## src/rtl/pps_pkg.sv

```systemverilog
`default_nettype none

package pps_pkg;

  // field widths
  localparam int unsigned FIELD_W = 16;
  localparam int unsigned TIME_W  = 21;
  localparam int unsigned SUM_W   = 25;
  localparam int unsigned PID_W   = 4;

  localparam logic [TIME_W-1:0] TIME_MAX = {TIME_W{1'b1}};
  localparam logic [SUM_W-1:0]  SUM_MAX  = {SUM_W{1'b1}};

  // one process table entry
  typedef struct packed {
    logic [FIELD_W-1:0] arr;
    logic [FIELD_W-1:0] bur;
    logic [FIELD_W-1:0] pri;
    logic [FIELD_W-1:0] rem;
  } proc_entry_t;

endpackage

`default_nettype wire

```

## src/rtl/preemptive_priority_scheduler.sv

```systemverilog
// Operation: processes are loaded one after another. After the last process
//   the schedule runs in steps (a table scan through the process memory read
//   port, a decide state, a write-back state), at most about 3n steps, then
//   emits n records, each held until the sink accepts it.
// Throughput: one process set at a time; input is not taken until the last
//   record of the previous set has been accepted.
// Reset: asynchronous, active low; clears control state and counters. The
//   process and finish memories are not cleared and need no clearing pass.
`default_nettype none

module preemptive_priority_scheduler #(
  parameter int unsigned MAX_PROCS = 16
) (
  input  wire logic                             clk_i,
  input  wire logic                             rst_ni,
  // process load channel
  input  wire logic                             in_valid_i,
  output logic                                  in_ready_o,
  input  wire logic [pps_pkg::FIELD_W-1:0]      arrival_time_i,
  input  wire logic [pps_pkg::FIELD_W-1:0]      burst_time_i,
  input  wire logic [pps_pkg::FIELD_W-1:0]      priority_req_i,
  input  wire logic                             last_process_i,
  // result record channel
  output logic                                  out_valid_o,
  input  wire logic                             out_ready_i,
  output logic [pps_pkg::PID_W-1:0]             process_id_o,
  output logic [pps_pkg::TIME_W-1:0]            wait_time_o,
  output logic [pps_pkg::TIME_W-1:0]            turnaround_time_o,
  output logic [pps_pkg::SUM_W-1:0]             total_wait_o,
  output logic [pps_pkg::SUM_W-1:0]             total_turnaround_o,
  output logic                                  last_record_o
);

  localparam int unsigned IDX_W  = (MAX_PROCS > 1) ? $clog2(MAX_PROCS) : 1;
  localparam int unsigned CNT_W  = $clog2(MAX_PROCS + 1);
  // latest completion is below (MAX_PROCS + 1) * 2^16
  localparam int unsigned TCK_RAW = $clog2((MAX_PROCS + 1) * (1 << pps_pkg::FIELD_W));
  localparam int unsigned TICK_W  = (TCK_RAW > pps_pkg::TIME_W) ? TCK_RAW : pps_pkg::TIME_W;

  localparam int unsigned FW = pps_pkg::FIELD_W;
  localparam int unsigned TW = pps_pkg::TIME_W;
  localparam int unsigned SW = pps_pkg::SUM_W;

  typedef enum logic [2:0] {
    S_LOAD,    // taking processes
    S_SCAN,    // walking the table for best eligible and next arrival
    S_DECIDE,  // idle jump or pick run length
    S_APPLY,   // advance time, write back remaining burst
    S_ORD,     // read entry for the next record
    S_OC1,     // turnaround
    S_OC2,     // wait time and running totals
    S_OSEND    // record waits for the sink
  } state_e;

  // ---------------------------------------------------------------------
  // Storage: process table and finish ticks, registered synchronous read
  // ---------------------------------------------------------------------
  pps_pkg::proc_entry_t proc_mem [MAX_PROCS];
  logic [TW-1:0]        fin_mem  [MAX_PROCS];

  logic                 pm_we;
  logic [IDX_W-1:0]     pm_waddr;
  pps_pkg::proc_entry_t pm_wdata;
  logic                 fm_we;
  logic [IDX_W-1:0]     fm_waddr;
  logic [TW-1:0]        fm_wdata;
  logic [IDX_W-1:0]     rd_addr;
  pps_pkg::proc_entry_t rd_pm_q;
  logic [TW-1:0]        rd_fm_q;

  always_ff @(posedge clk_i) begin
    if (pm_we) begin
      proc_mem[pm_waddr] <= pm_wdata;
    end
    if (fm_we) begin
      fin_mem[fm_waddr] <= fm_wdata;
    end
    rd_pm_q <= proc_mem[rd_addr];
    rd_fm_q <= fin_mem[rd_addr];
  end

  // ---------------------------------------------------------------------
  // Control and datapath registers
  // ---------------------------------------------------------------------
  state_e               state_q, state_d;
  logic [CNT_W-1:0]     cnt_q, cnt_d;          // loaded processes
  logic [CNT_W-1:0]     fin_cnt_q, fin_cnt_d;  // completed processes
  logic [TICK_W-1:0]    tick_q, tick_d;
  logic [CNT_W-1:0]     scan_q, scan_d;        // next table address to read
  logic                 pend_q, pend_d;        // read data in flight
  logic [IDX_W-1:0]     pend_idx_q, pend_idx_d;
  logic                 best_vld_q, best_vld_d;
  logic [IDX_W-1:0]     best_idx_q, best_idx_d;
  pps_pkg::proc_entry_t best_q, best_d;
  logic                 next_vld_q, next_vld_d;
  logic [FW-1:0]        next_arr_q, next_arr_d;
  logic [FW-1:0]        run_q, run_d;
  logic [CNT_W-1:0]     oidx_q, oidx_d;
  logic [TW-1:0]        tat_q, tat_d;
  logic [FW-1:0]        obur_q, obur_d;

  logic                 out_valid_q, out_valid_d;
  logic [pps_pkg::PID_W-1:0] pid_q, pid_d;
  logic [TW-1:0]        owait_q, owait_d;
  logic [TW-1:0]        otat_q, otat_d;
  logic [SW-1:0]        tw_q, tw_d;
  logic [SW-1:0]        tt_q, tt_d;
  logic                 olast_q, olast_d;

  // scratch values
  logic                 in_acc;
  logic [FW-1:0]        bur_fix;
  logic                 issue;
  logic [FW-1:0]        gap;
  logic [TICK_W-1:0]    tick_new;
  logic [FW-1:0]        rem_new;
  logic [TW-1:0]        fin_sat;
  logic [TW-1:0]        wait_v;
  logic [SW:0]          tw_sum;
  logic [SW:0]          tt_sum;

  assign in_ready_o = (state_q == S_LOAD);
  assign in_acc     = in_valid_i && in_ready_o;

  always_comb begin
    state_d    = state_q;
    cnt_d      = cnt_q;
    fin_cnt_d  = fin_cnt_q;
    tick_d     = tick_q;
    scan_d     = scan_q;
    pend_d     = 1'b0;
    pend_idx_d = pend_idx_q;
    best_vld_d = best_vld_q;
    best_idx_d = best_idx_q;
    best_d     = best_q;
    next_vld_d = next_vld_q;
    next_arr_d = next_arr_q;
    run_d      = run_q;
    oidx_d     = oidx_q;
    tat_d      = tat_q;
    obur_d     = obur_q;
    out_valid_d = out_valid_q;
    pid_d      = pid_q;
    owait_d    = owait_q;
    otat_d     = otat_q;
    tw_d       = tw_q;
    tt_d       = tt_q;
    olast_d    = olast_q;

    pm_we    = 1'b0;
    pm_waddr = cnt_q[IDX_W-1:0];
    pm_wdata = '0;
    fm_we    = 1'b0;
    fm_waddr = best_idx_q;
    fm_wdata = '0;
    rd_addr  = scan_q[IDX_W-1:0];

    bur_fix  = (burst_time_i == '0) ? FW'(1) : burst_time_i;
    issue    = (scan_q < cnt_q);
    gap      = next_arr_q - tick_q[FW-1:0];
    tick_new = tick_q + TICK_W'(run_q);
    rem_new  = best_q.rem - run_q;
    fin_sat  = (tick_new > TICK_W'(pps_pkg::TIME_MAX)) ? pps_pkg::TIME_MAX
                                                        : tick_new[TW-1:0];
    wait_v   = (tat_q > TW'(obur_q)) ? (tat_q - TW'(obur_q)) : '0;
    tw_sum   = {1'b0, tw_q} + (SW + 1)'(wait_v);
    tt_sum   = {1'b0, tt_q} + (SW + 1)'(tat_q);

    unique case (state_q)
      S_LOAD: begin
        if (in_acc) begin
          if (cnt_q < CNT_W'(MAX_PROCS)) begin
            pm_we    = 1'b1;
            pm_wdata = '{arr: arrival_time_i, bur: bur_fix,
                         pri: priority_req_i, rem: bur_fix};
            cnt_d    = cnt_q + 1'b1;
          end
          if (last_process_i) begin
            tick_d     = '0;
            fin_cnt_d  = '0;
            scan_d     = '0;
            best_vld_d = 1'b0;
            next_vld_d = 1'b0;
            tw_d       = '0;
            tt_d       = '0;
            state_d    = S_SCAN;
          end
        end
      end

      S_SCAN: begin
        if (issue) begin
          scan_d     = scan_q + 1'b1;
          pend_d     = 1'b1;
          pend_idx_d = scan_q[IDX_W-1:0];
        end
        // finished entries hold zero remaining and are skipped
        if (pend_q && (rd_pm_q.rem != '0)) begin
          if (TICK_W'(rd_pm_q.arr) <= tick_q) begin
            // strict compare keeps the lowest index on a tie
            if (!best_vld_q || (rd_pm_q.pri < best_q.pri)) begin
              best_vld_d = 1'b1;
              best_idx_d = pend_idx_q;
              best_d     = rd_pm_q;
            end
          end else if (!next_vld_q || (rd_pm_q.arr < next_arr_q)) begin
            next_vld_d = 1'b1;
            next_arr_d = rd_pm_q.arr;
          end
        end
        if (!issue) begin
          state_d = S_DECIDE;
        end
      end

      S_DECIDE: begin
        if (!best_vld_q) begin
          if (next_vld_q) begin
            // idle gap: jump to the next arrival and rescan
            tick_d     = TICK_W'(next_arr_q);
            scan_d     = '0;
            best_vld_d = 1'b0;
            next_vld_d = 1'b0;
            state_d    = S_SCAN;
          end else begin
            oidx_d  = '0;
            state_d = S_ORD;
          end
        end else begin
          // run until completion or the next arrival, whichever comes first
          run_d   = (next_vld_q && (gap < best_q.rem)) ? gap : best_q.rem;
          state_d = S_APPLY;
        end
      end

      S_APPLY: begin
        tick_d   = tick_new;
        pm_we    = 1'b1;
        pm_waddr = best_idx_q;
        pm_wdata = '{arr: best_q.arr, bur: best_q.bur, pri: best_q.pri, rem: rem_new};
        scan_d     = '0;
        best_vld_d = 1'b0;
        next_vld_d = 1'b0;
        state_d    = S_SCAN;
        if (rem_new == '0) begin
          fm_we     = 1'b1;
          fm_wdata  = fin_sat;
          fin_cnt_d = fin_cnt_q + 1'b1;
          if ((fin_cnt_q + 1'b1) == cnt_q) begin
            oidx_d  = '0;
            state_d = S_ORD;
          end
        end
      end

      S_ORD: begin
        rd_addr = oidx_q[IDX_W-1:0];
        state_d = S_OC1;
      end

      S_OC1: begin
        tat_d   = (rd_fm_q > TW'(rd_pm_q.arr)) ? (rd_fm_q - TW'(rd_pm_q.arr)) : '0;
        obur_d  = rd_pm_q.bur;
        state_d = S_OC2;
      end

      S_OC2: begin
        owait_d     = wait_v;
        otat_d      = tat_q;
        tw_d        = tw_sum[SW] ? pps_pkg::SUM_MAX : tw_sum[SW-1:0];
        tt_d        = tt_sum[SW] ? pps_pkg::SUM_MAX : tt_sum[SW-1:0];
        pid_d       = pps_pkg::PID_W'(oidx_q);
        olast_d     = ((oidx_q + 1'b1) == cnt_q);
        out_valid_d = 1'b1;
        state_d     = S_OSEND;
      end

      S_OSEND: begin
        if (out_ready_i) begin
          out_valid_d = 1'b0;
          if (olast_q) begin
            cnt_d     = '0;
            fin_cnt_d = '0;
            tick_d    = '0;
            state_d   = S_LOAD;
          end else begin
            oidx_d  = oidx_q + 1'b1;
            state_d = S_ORD;
          end
        end
      end
    endcase
  end

  always_ff @(posedge clk_i or negedge rst_ni) begin
    if (!rst_ni) begin
      state_q     <= S_LOAD;
      cnt_q       <= '0;
      fin_cnt_q   <= '0;
      tick_q      <= '0;
      scan_q      <= '0;
      pend_q      <= 1'b0;
      best_vld_q  <= 1'b0;
      next_vld_q  <= 1'b0;
      oidx_q      <= '0;
      out_valid_q <= 1'b0;
      olast_q     <= 1'b0;
      tw_q        <= '0;
      tt_q        <= '0;
    end else begin
      state_q     <= state_d;
      cnt_q       <= cnt_d;
      fin_cnt_q   <= fin_cnt_d;
      tick_q      <= tick_d;
      scan_q      <= scan_d;
      pend_q      <= pend_d;
      best_vld_q  <= best_vld_d;
      next_vld_q  <= next_vld_d;
      oidx_q      <= oidx_d;
      out_valid_q <= out_valid_d;
      olast_q     <= olast_d;
      tw_q        <= tw_d;
      tt_q        <= tt_d;
    end
  end

  // payload registers, no reset
  always_ff @(posedge clk_i) begin
    pend_idx_q <= pend_idx_d;
    best_idx_q <= best_idx_d;
    best_q     <= best_d;
    next_arr_q <= next_arr_d;
    run_q      <= run_d;
    tat_q      <= tat_d;
    obur_q     <= obur_d;
    pid_q      <= pid_d;
    owait_q    <= owait_d;
    otat_q     <= otat_d;
  end

  assign out_valid_o        = out_valid_q;
  assign process_id_o       = pid_q;
  assign wait_time_o        = owait_q;
  assign turnaround_time_o  = otat_q;
  assign total_wait_o       = tw_q;
  assign total_turnaround_o = tt_q;
  assign last_record_o      = olast_q;

  // ---------------------------------------------------------------------
  // Assertions
  // ---------------------------------------------------------------------
  a_no_overlap: assert property (@(posedge clk_i) disable iff (!rst_ni)
    !(in_ready_o && out_valid_o))
    else $error("load and record phases overlap");

  a_fin_le_cnt: assert property (@(posedge clk_i) disable iff (!rst_ni)
    fin_cnt_q <= cnt_q)
    else $error("more completions than loaded processes");

  a_cnt_bound: assert property (@(posedge clk_i) disable iff (!rst_ni)
    cnt_q <= CNT_W'(MAX_PROCS))
    else $error("process count beyond table depth");

  a_last_starts: assert property (@(posedge clk_i) disable iff (!rst_ni)
    (in_valid_i && in_ready_o && last_process_i) |=> !in_ready_o)
    else $error("last process did not start the schedule");

  a_set_done: assert property (@(posedge clk_i) disable iff (!rst_ni)
    (out_valid_o && out_ready_i && last_record_o) |=> (in_ready_o && !out_valid_o))
    else $error("block did not return to loading after the last record");

endmodule

`default_nettype wire

```

## config.mk

```make
export PLATFORM = sky130hd
export DESIGN_NAME = preemptive_priority_scheduler
export DESIGN_NICKNAME = d
export VERILOG_FILES = /design/src/rtl/pps_pkg.sv /design/src/rtl/preemptive_priority_scheduler.sv
export SDC_FILE = /design/constraint.sdc
export NUM_CORES = 2
export LEC_CHECK = 0
export BUFFER_PORTS_ARGS = -buffer_cell sky130_fd_sc_hd__buf_4
export CAP_MARGIN = 20
export CORE_MARGIN = 5
export CORE_UTILIZATION = 55
export DETAILED_ROUTE_END_ITERATION = 16
export PLACE_DENSITY_LB_ADDON = 0.25
export SLEW_MARGIN = 0
export SYNTH_ARGS = -nofsm -noshare
export SYNTH_HDL_FRONTEND = slang
export SYNTH_SLANG_ARGS = --single-unit
```

## constraint.sdc

```tcl
create_clock -name clk_i -period 20.6 [get_ports clk_i]
set_clock_uncertainty 0.05 [all_clocks]
set_input_delay 2.06 -clock clk_i [delete_from_list [all_inputs] [get_ports clk_i]]
set_output_delay 2.06 -clock clk_i [all_outputs]
set_load 0.02 [all_outputs]
```

### After elaboration in Yosys (flattened, before gate mapping)

Memory sizes are Yosys's and may differ from the RTL's. A register that Yosys moved wholly into a read port is not among the register bits.
Cells that the tools add are included.

| operators by class | value |
|---|---|
| eq/ne operators | 27 |
| bitwise operators | 1 |
| multiplexer cells | 79 |
| reductions and logical operators | 32 |
| magnitude comparators | 9 |
| add/sub/neg operators | 11 |

Operators with widths:

| operator | number |
|---|---|
| 2-to-1 mux 21 bit | 10 |
| 2-to-1 mux 64 bit | 2 |
| one-hot mux 64 bit (2 select lines) | 1 |
| 2-to-1 mux 25 bit | 4 |
| one-hot mux 25 bit (2 select lines) | 2 |
| one-hot mux 21 bit (4 select lines) | 1 |
| 2-to-1 mux 5 bit | 16 |
| adder 25 x 21 -> 26 bit | 2 |
| < comparator 16 bit | 3 |
| greater-than comparator 21 x 16 -> 1 bit | 2 |
| subtractor 21 x 16 -> 21 bit | 2 |
| logical NOT 16 bit | 2 |
| 2-to-1 mux 16 bit | 2 |
| subtractor 16 bit | 2 |
| != test 2 bit, second input constant | 15 |
| one-hot mux 5 bit (3 select lines) | 2 |
| 2-to-1 mux 3 bit | 9 |
| one-hot mux 3 bit (8 select lines) | 1 |
| adder 21 x 16 -> 21 bit | 1 |
| greater-than comparator 21 bit, second input constant | 1 |
| <= comparator 16 x 21 -> 1 bit | 1 |
| 2-to-1 mux 1 bit | 21 |
| AND reduction 7 bit | 3 |
| adder 5 x 1 -> 5 bit, second input constant | 4 |
| other kinds (26) | 50 |

| word-level totals | value |
|---|---|
| memories | 2 |
| bits in writable memories | 1360 |
| word-level logic and storage cells | 187 |
| input bits | 53 |
| output and inout bits | 99 |
| register bits | 286 |

Memories:

| name | depth | width | rd ports | clocked after Yosys merged registers in | wr ports | line | RTL |
|---|---|---|---|---|---|---|---|
| proc_mem | 16 | 64 | 1 | 1 | 1 | preemptive_priority_scheduler.sv:58 | `pps_pkg::proc_entry_t proc_mem [MAX_PROCS];` |
| fin_mem | 16 | 21 | 1 | 1 | 1 | preemptive_priority_scheduler.sv:59 | `logic [TW-1:0] fin_mem [MAX_PROCS];` |

### Depth between registers and ports, before layout

| depth | value |
|---|---|
| depth in word-level cells | 6 |
| depth in mapped cells | 26 |
| mapped depth without buffers | 25 |

### Worst setup path after synthesis

OpenSTA, ideal clock, no wires.

| timing path | value |
|---|---|
| kind | register to register |
| from | reg tick_q[1] |
| to | reg best_idx_q[0] (enable) |
| slack | 7447 ps |
| stages on the path, launching flop included | 12 |
| arrival | 12247 ps |
| path buffers | 0 |
| clock period less this slack | 13153 ps |
| data required time | 19694 ps |
| cells stage by stage | dfrtp_1 > inv_1 > ha_1 > nor2b_1 > o21a_1 > o21ai_0 > nand2b_1 > a21oi_1 > o21ai_0 > a21oi_1 > nor2_1 > a2111oi_0 |

| between the ends | value |
|---|---|
| word-level cells in the longest chain between the ends | 2 |

Ends and longest elaborated chain:

| item | line | RTL |
|---|---|---|
| start, declared | preemptive_priority_scheduler.sv:88 | `logic [TICK_W-1:0] tick_q, tick_d;` |
| start signal, assigned | preemptive_priority_scheduler.sv:314 | `tick_q <= tick_d;` |
| <= comparator 16 x 21 -> 1 bit | preemptive_priority_scheduler.sv:199 | `if (TICK_W'(rd_pm_q.arr) <= tick_q) begin` |
| AND reduction 4 bit (no line) | n/a |  |
| end signal, assigned | preemptive_priority_scheduler.sv:330 | `best_idx_q <= best_idx_d;` |
| end, declared | preemptive_priority_scheduler.sv:93 | `logic [IDX_W-1:0] best_idx_q, best_idx_d;` |

No other way between the ends.
A chain may end at the register's enable or synchronous reset.

### Worst setup path in the final report

| timing path | value |
|---|---|
| from | reg tat_q[1] |
| to | reg tw_q[11] (netlist: total_wait_o[11]) |

| between the ends | value |
|---|---|
| word-level cells in the longest chain between the ends | 5 |

Ends and longest elaborated chain:

| item | line | RTL |
|---|---|---|
| start, declared | preemptive_priority_scheduler.sv:99 | `logic [TW-1:0] tat_q, tat_d;` |
| start signal, assigned | preemptive_priority_scheduler.sv:334 | `tat_q <= tat_d;` |
| subtractor 21 x 16 -> 21 bit / greater-than comparator 21 x 16 -> 1 bit (equally long branches) | preemptive_priority_scheduler.sv:165 | `wait_v = (tat_q > TW'(obur_q)) ? (tat_q - TW'(obur_q)) : '0;` |
| 2-to-1 mux 21 bit (*) | preemptive_priority_scheduler.sv:165 |  |
| net wait_v[1] | preemptive_priority_scheduler.sv:118 | `logic [TW-1:0] wait_v;` |
| adder 25 x 21 -> 26 bit (*) | preemptive_priority_scheduler.sv:166 | `tw_sum = {1'b0, tw_q} + (SW + 1)'(wait_v);` |
| 2-to-1 mux 25 bit (*) | preemptive_priority_scheduler.sv:270 | `tw_d = tw_sum[SW] ? pps_pkg::SUM_MAX : tw_sum[SW-1:0];` |
| one-hot mux 25 bit (2 select lines) (*) | preemptive_priority_scheduler.sv:169 | `unique case (state_q)` |
| end signal, assigned | preemptive_priority_scheduler.sv:322 | `tw_q <= tw_d;` |
| end, declared | preemptive_priority_scheduler.sv:106 | `logic [SW-1:0] tw_q, tw_d;` |

Mark *: on every way through the listed nets, which the timed path passes. The rest lies on a longest branch.

==> flow_summary.json <==
{
  "async_reset_ff_frac": 0.0572,
  "die_h_um": 372,
  "drt_wl_total_mm": 176,
  "syn_inst": 4269,
  "slew_headroom": 0.253,
  "seq_power_share": 0.544,
  "multi_input_area_sq_um": 20600,
  "syn-cell-area_sq_um": 72200,
  "netSwitchingPower_w": 0.00133,
  "post-route-min-period_ns": 6.51,
  "use_met1": 0.364,
  "worst_pin_slew_ns": 1.12,
  "final_layout_size_suffix_gt1_frac": 0.199,
  "start_kind": "flop",
  "end_kind": "flop",
  "synth.top_cell.area_share": 0.643,
  "first_global_vias": 39900,
  "yosysTopAreaCell": "edfxtp_1",
  "cts_buffers": 171,
  "die-width_um": 372,
  "peakVddDrop_mv": 0.0817,
  "place_ws_ns": 14.13,
  "critPathMaxFanout": 23,
  "place_area_sq_um": 75900,
  "cp.required_ns": 21.21,
  "cts_hold_buf": 0,
  "synth.distinct_cells": 75,
  "clock_latency_ns": 0.80,
  "final-seq-area_sq_um": 50600,
  "synth_nets": 4518,
  "cap_violations": 0,
  "max_freq_mhz": 154,
  "cts_root_buf": "clkbuf_16",
  "critPathMaxStageDelay_ns": 0.53,
  "top_usage_layer": "met2",
  "grt_pass1_wl_mm": 261,
  "yosys_most_used_dff": "edfxtp_1",
  "grt_usage": 0.256,
  "startpoint": "tat_q[1]",
  "critPathSlowestCell": "a2111oi_0",
  "route.detailed.drc": 0,
  "met3_usage": 0.0476,
  "final_cell_area_sq_um": 81700,
  "finalSetupViolations": 0,
  "reg2reg_from": "tat_q[1]",
  "tritoncts": "built",
  "cts-resized-gates": 0,
  "ys_seq_area_frac": 0.701,
  "cts_htree_levels": 4,
  "core_area_sq_um": 131000,
  "ys_seq_elements": 1731,
  "final_cells": 6413,
  "tns_ns": 0,
  "status": "complete, no violations",
  "finalHoldViolations": 0,
  "postLayoutCoreUtil": 0.624,
  "reg2regPathDepth": 23,
  "crit_path_cell_trace": "ha_1 -> nor2b_1 -> o21ai_0 -> a21oi_1 -> o31a_1 -> o21ai_0 -> o21bai_1 -> nand3_1 -> a31oi_1 -> a211oi_2 -> buf_4 -> nor2_1 -> ha_1 -> a21o_1 -> a21o_1 -> a2111oi_0 -> o21ai_0 -> a31o_2 -> a21oi_1 -> o21bai_1 -> a21o_1 -> and3_1 -> a221o_1",
  "grt_setup_unrepaired": "no",
  "cp.arrival_ns": 7.12,
  "pwr-share-comb": 0.003,
  "antenna_found_initial": 9,
  "io_buffers": 151,
  "n_fill_cell": 9283,
  "cts_buffer_depth": 3,
  "die_area_sq_um": 139000,
  "initial_utilization": 0.551,
  "slew_viol_final": 0,
  "rows": 133,
  "path_class": "flop to flop",
  "clkSinkCount": 1731,
  "post-route-period-util": 0.316,
  "routed_via_density": 6.26,
  "wl_per_cell_um": 27.5,
  "syn2layout_area_growth_pct": 13.1,
  "path_clk_slew_ns": 0.06,
  "ios": 152,
  "synth_most_common_cell": "edfxtp_1",
  "grt_util_met2": 0.414,
  "min-delay-start": "pend_idx_q[0]",
  "grt-ovfl-total": 0,
  "place.detailed.hpwl_mm": 103,
  "ys.warnings.count": 0,
  "firstDrtPassIters": 6,
  "placed_cells": 6084,
  "worstHoldPathCells": 0,
  "drtIter0Drc": 4496,
  "hold_class": "flop to flop",
  "vias": 40200,
  "p_int_w": 0.00560,
  "p_clk_frac": 0.453,
  "cts_setup_buffers": 0,
  "synth_enable_flop_cells": 1547,
  "powerDensity_nw_per_um2": 84.8,
  "synth_area_leaders": "edfxtp_1, mux4_2, dfrtp_1, ha_1, dfxtp_1",
  "grt_max_degree": 132,
  "nets": 4758,
  "antenna_left": 0,
  "synth_common_cells": "edfxtp_1, mux4_2, nand2_1, ha_1, nor2_1",
  "syn_area_per_cell_sq_um": 16.9,
  "leakagePower_nw": 30.1,
  "gp_congestion": 0.873,
  "setup_slack_ns": 14.09,
  "p_sw_frac": 0.192
}
[path summary, 6_finish.rpt]
path                                     to  slack, ns
hold reg to reg               best_idx_q[0]       0.37
hold / removal                best_idx_q[0]       0.37
max in group asynchronous        tick_q[15]      17.97
setup / recovery           total_wait_o[11]      14.09
min in group asynchronous  total_wait_o[18]       1.22
setup reg to reg           total_wait_o[11]      14.09
[power by group through the flow]
stage | clock network, W | registers, W | logic [W]
floorplan | 0 | 0.00384 | 0.000000560
global placement | 0 | 0.00384 | 0.0000195
detailed placement | 0 | 0.00384 | 0.0000194
CTS | 0.00319 | 0.00377 | 0.0000195
global route | 0.00334 | 0.00376 | 0.0000203
finish | 0.00314 | 0.00377 | 0.0000192
[layer usage]
layer	part of all wire	vias to the layer above
li1	-	17400
met1	0.41	20700
met2	0.48	1760
met3	0.082	280
met4	0.026	4
met5	0.00018	-
[flip-flops by register name, indices dropped and copies added (netlist names), 16 cells and up]
signal              cells
wait_time_o            21
run_q                  16
turnaround_time_o      21
rd_pm_q                64
tick_q                 21
total_wait_o           25
rd_fm_q                21
fin_mem               336
next_arr_q             16
proc_mem             1024
tat_q                  21
obur_q                 16
best_q                 64
total_turnaround_o     25
[critical path: cells and delay by family, from the launching register on]
| kind | cells | cell delay (ns) |
|---|---|---|
| compound gates | 16 | 4.16 |
| buf+inv | 1 | 0.30 |
| fa+ha+maj | 2 | 0.61 |
| flops | 1 | 0.44 |
| simple gates | 4 | 0.82 |
[layout by cell type, fill, tap and decap left out, types with 33 or more instances in the layout]
cell type / instances
a221o_1: 39
buf_4: 247
xnor2_1: 75
inv_1: 150
dfxtp_1: 85
and2_1: 92
edfxtp_1: 1547
mux4_2: 340
xor2_1: 46
a21oi_1: 100
clkbuf_16: 173
a22o_1: 44
ha_1: 189
a211oi_1: 96
a31oi_1: 101
clkbuf_1: 44
nor2_1: 135
nand2_1: 313
dfrtp_1: 99
nand3_1: 33
a21o_1: 71
o21ai_0: 115
nand2b_1: 39
[per-stage QoR]
step	hold WS, ns	total power, W
finish	0.373	0.00693
global route	0.380	0.00713
CTS	0.370	0.00698
detailed placement	0.356	0.00386
global placement	0.353	0.00386
floorplan	0.350	0.00384
[layout make-up]
cell class | count | share of cell area
Antenna cell | 4 | 0.000123
Clock buffer | 236 | 0.0582
Clock inverter | 82 | 0.0115
Inverter | 151 | 0.00695
Multi-Input combinational cell | 2197 | 0.252
Sequential cell | 1731 | 0.620
Tap cell | 1755 | 0.0269
Timing Repair Buffer | 257 | 0.0246
[logic make-up (layout without fill, tap and decap cells)]
kind of cell	count (synthesis)	in the layout	share of synthesized area
DFF	1731	1731	0.701
and+or+nand+nor	812	812	0.0537
AOI/OAI and AO/OA	693	693	0.0661
muxes	375	375	0.111
buffers and inverters	341	726	0.0185
adders and majority gates	196	196	0.0347
xor gates and xnor gates	121	121	0.0147
other	0	4	0
Power figures use the tool's default switching activity.
